**src/prcc_pkg.sv**
```systemverilog
// Shared types and constants for the parameter record CRC checker.
// Holds the record layout, default field values, CRC constants and status codes.
// No dependencies.
package prcc_pkg;

   // Record layout: ten 32-bit little-endian words, CRC over the first nine.
   localparam int unsigned RecWords  = 10;
   localparam logic [5:0]  RecBytes  = 6'd40;
   localparam logic [5:0]  CrcBytes  = 6'd36;
   localparam int unsigned WordIdx   = 4;

   // Reflected CRC-32 constants.
   localparam logic [31:0] CrcPoly   = 32'hEDB8_8320;
   localparam logic [31:0] CrcInit   = 32'hFFFF_FFFF;

   // Header words that a valid record must carry.
   localparam logic [31:0] RecMagic   = 32'h4349_4D43;
   localparam logic [31:0] RecVersion = 32'h0001_0001;

   // Values reported when the record is rejected.
   localparam logic [15:0] DefDevice  = 16'h0001;
   localparam logic [7:0]  DefBaud    = 8'h13;
   localparam logic [31:0] DefScale   = 32'h3F80_0000;
   localparam logic [31:0] DefLimitHi = 32'h453B_8000;
   localparam logic [31:0] DefLimitLo = 32'h42A0_0000;
   localparam logic [15:0] DefDac     = 16'h0000;

   // Load status codes.
   typedef enum logic [2:0] {
      STATUS_OK          = 3'd0,
      STATUS_BAD_LENGTH  = 3'd1,
      STATUS_BAD_MAGIC   = 3'd2,
      STATUS_BAD_VERSION = 3'd3,
      STATUS_BAD_CRC     = 3'd4
   } status_type;

   typedef logic [31:0] word_array_type [RecWords];

endpackage

```
**src/prcc_crc_byte.sv**
```systemverilog
// One-byte update of a reflected CRC-32, all eight bit steps combinational.
// Depends on prcc_pkg for the polynomial.
module prcc_crc_byte (
   input  logic [31:0] crc_cur,
   input  logic [7:0]  data_byte,
   output logic [31:0] crc_next
);

   // Fold the byte into the low end, then shift out eight bits.
   always_comb begin
      logic [31:0] acc;
      acc = crc_cur ^ {24'd0, data_byte};
      for (int k = 0; k < 8; k++) begin
         if (acc[0]) begin
            acc = (acc >> 1) ^ prcc_pkg::CrcPoly;
         end else begin
            acc = acc >> 1;
         end
      end
      crc_next = acc;
   end

endmodule
```
**config.mk**
```make
export PLATFORM = sky130hd
export DESIGN_NAME = prcc_crc_byte
export DESIGN_NICKNAME = d
export VERILOG_FILES = /design/src/prcc_pkg.sv /design/src/prcc_crc_byte.sv
export SDC_FILE = /design/constraint.sdc
export NUM_CORES = 1
export LEC_CHECK = 0
export ABC_CLOCK_PERIOD_IN_PS = 1500
export BUFFER_PORTS_ARGS = -buffer_cell sky130_fd_sc_hd__buf_2
export CAP_MARGIN = 30
export CORE_MARGIN = 2
export CORE_UTILIZATION = 43
export DETAILED_ROUTE_END_ITERATION = 6
export PLACE_DENSITY_LB_ADDON = 0.1
export REMOVE_ABC_BUFFERS = 1
export SYNTH_ARGS = -nofsm -noshare
export SYNTH_HDL_FRONTEND = slang
export SYNTH_SLANG_ARGS = --single-unit
```
**constraint.sdc**
```tcl
create_clock -name vclk -period 1.5
set_clock_uncertainty 0.05 [all_clocks]
set_input_delay 0.075 -clock vclk [all_inputs]
set_output_delay 0.075 -clock vclk [all_outputs]
set_load 0.005 [all_outputs]
```
After elaboration in Yosys (flattened, before gate mapping)

Cells that the tools add are included.

Add/sub/neg operators: 0
$mul: 0
Divide/modulo/power cells: 0
Order comparisons: 0
Equal/unequal tests: 0
Shifts and indexed selects: 0
Muxes and demuxes: 8
Bitwise operators: 9
Reductions and logical operators: 0

Operators with widths:

| cell                                   | number |
|---|---|
| 32-bit 2-to-1 mux                      | 8 |
| 13-bit NOT with 14-bit output          | 8 |
| 32-bit by 8-bit XOR with 32-bit output | 1 |

Register bits: 0
Latch bits: 0
RAM bits: 0
Memory bits (read-only): 0
Input port bits: 40
Output and inout bits: 32
Logic and storage cells: 17
Memories: 0

Logic depth before layout (Yosys ltp)

Word-level depth: 17
Gate-level depth with buffers: 4
Gate-level depth less buffers: 4

Worst setup path after synthesis

No wires, ideal clock.

Path type: input to output
Start: input data_byte[3]
End: output crc_next[17]
Arrival: 1.251 ns
Data required time: 1.375 ns
Path slack: 0.124 ns
Stages: 3
Buffers on the path: 0
Cell sequence: xnor2_4 xnor3_2 xor3_1

Cells in the longest elaborated chain, start to end: 11

RTL lines:

| what                                       | line                | source |
|---|---|---|
| start: declaration                         | prcc_crc_byte.sv:5  | `input logic [7:0] data_byte,` |
| 32-bit by 8-bit XOR with 32-bit output (*) | prcc_crc_byte.sv:12 | `acc = crc_cur ^ {24'd0, data_byte};` |
| 32-bit 2-to-1 mux (*) (4 in series)        | prcc_crc_byte.sv:14 | `if (acc[0]) begin` |
| 13-bit NOT with 14-bit output (no line)    | --                  |  |
| 32-bit 2-to-1 mux (*)                      | prcc_crc_byte.sv:14 |  |
| 13-bit NOT with 14-bit output (no line)    | --                  |  |
| 32-bit 2-to-1 mux (*) (3 in series)        | prcc_crc_byte.sv:14 |  |
| end: declaration                           | prcc_crc_byte.sv:6  | `output logic [31:0] crc_next` |

Mark *: on every way between the ends. The rest lies on a longest branch, timed or not.

Worst setup path after layout

Same ends and word-level chain as after synthesis.

==> flow_summary.yaml <==
route:
  firstDrtPassIters: 3
  vias_per_cell: 4.28
  drc: 0
  num_vias: 801
  first_iter_violations: 4
  drtAntennaViolNets: 0
  routed_wl_um: 2170
  wl_per_cell_um: 11.6
power:
  combPwrFrac_pct: 100.0
  p_seq_share_pct: 0
  clock_power_share_pct: 0
  leakagePower_nw: 0.870
  ir_drop_mv: 0.628
  p_int_uw: 908
  switching_power_uw: 527
  powerDensity_nw_per_um2: 917
  p_sw_share_pct: 36.7
cells_and_area:
  area_growth_pct: 64.0
  seq_area_um2: 0
  drive_above_1_share_pct: 70.4
  clockBufferCount: 0
  final_nets: 201
  n_fill_cell: 162
  n_sequential_cell: 0
  antennaDiodeCount: 0
  multi_input_area_um2: 993
synth:
  synth_cell_types: 9
  muxShareOfSynthArea_pct: 0
  synth_top_family_by_area: "XOR/XNOR gates"
  synth_xor_area_share_pct: 99.6
  synthAdderAreaFrac_pct: 0
  yosysWarnings: 0
  synth_cells: 64
  syn_area_um2: 955
  synth.avg_cell_area_um2: 14.9
  synth_seq_area_share_pct: 0
  synth-simple-area-share_pct: 0
  synth_compound_area_share_pct: 0
timing:
  fmaxAchievable_mhz: 688
  relSlewSlack_pct: 77.1
  finalMaxSlewViolations: 0
  fin_crit_sh_pct: 96.9
  finalSetupViolCount: 0
  hold_violations: 0
  worst_pin_slew_ps: 342
  setup_tns_ps: 0
  fin_hold_ws_ps: 356
  rsz0062_at_grt: "yes"
  final.min_clock_period_ps: 1450
critical_path:
  crit_fanout: 3
  cp.required_ps: 1370
  startpoint_type: "input port"
  end_kind: "output pin"
  path_class: "input port to output pin"
  cp.arrival_ps: 1330
placement:
  portBuffers: 72
  dp_hpwl_um: 1980
  gp_congestion: 0.678
floorplanning:
  die_area_um2: 2610
  fp-row-count: 17
  ioPinCount: 72
  start_util_pct: 44.4
  core_area_um2: 2150
  die_h_um: 51.1
  fp.dieW_um: 51.1
global_routing:
  grt_antenna_before_repair: 0
  grt_pass1_vias: 778
  grt_max_degree: 7
  grt_overflow: 0
  grt_pass1_wl_um: 3290
  track_usage_pct: 16.6
hold_path:
  hold_path_class: "input port to output pin"
outcome:
  status: "complete, no violations"
cts:
  postCtsHoldBufs: 0
flow_run:
  cap_violations: 0
## worst max-delay path, stage by stage
cell and delay, ps:
buf_2 130, xnor2_4 170, xnor3_2 460, xor3_1 360
buf_2 140
## stage by stage
step	util (%)	std cells	setup slack (ps)	cell area [um2]	total power, mW
after floorplan	-	64	124	955	0.818
after global placement	69.1	182	-24.6	1490	1.36
after detailed placement	69.1	182	-107	1490	1.39
after CTS	70.0	182	22.0	1500	1.40
after global routing	72.9	187	-23.6	1570	1.54
final	72.9	187	46.3	1570	1.43
## routing by layer
metal | wire [um] | GRT usage (%) | up-vias
li1 | - | - | 402
met5 | 0 | 0 | -
met1 | 751 | 18.6 | 362
met2 | 1280 | 35.7 | 37
met4 | 0 | 0 | 0
met3 | 142 | 0.585 | 0
## logic make-up (layout without fill, tap and decap cells)
kind of cell | count (synthesis) | in the layout
XOR/XNOR | 63 | 63
buffers and inverters | 1 | 96
## repair_timing
item / in CTS / in global routing
endpoints found under the setup margin: 3 / 11
gates resized for setup: 2 / 3
setup buffers: 0 / 5
pin swaps: 0 / 2
## cell usage after synthesis
cell | count | area share (%)
inv_2 | 1 | 0.39
xor2_1 | 6 | 5.5
xor3_1 | 6 | 15
xnor3_2 | 1 | 2.5
xnor2_4 | 4 | 12
xor2_2 | 1 | 1.7
xnor2_1 | 26 | 24
xnor2_2 | 8 | 14
xnor3_1 | 11 | 26
## path summary, 6_finish.rpt
check,from,endpoint,slack (ps),cells past startpoint
max,data_byte[3],crc_next[17],50,5
min,crc_cur[15],crc_next[7],360,3
## power groups by stage
stage | clock network, mW | logic (mW) | registers, mW
6_report | 0 | 1.43 | 0
5_1_grt | 0 | 1.54 | 0
4_1_cts | 0 | 1.40 | 0
3_5_place_dp | 0 | 1.39 | 0
3_3_place_gp | 0 | 1.36 | 0
2_1_floorplan | 0 | 0.818 | 0
## layout by cell type, fill, tap and decap left out
master   instances
xor3_1           6
xor2_4           1
xnor2_4          6
inv_2            1
xnor3_1         10
xnor2_2          7
xnor3_2          2
buf_4           23
xor2_1           6
xnor2_1         25
buf_2           72
## final cells by class
type	count	share of cell area, %
Inverter	1	0.240
Multi-Input combinational cell	63	63.5
Timing Repair Buffer	95	34.1
Tap cell	28	2.24
Power figures use the tool's default switching activity.
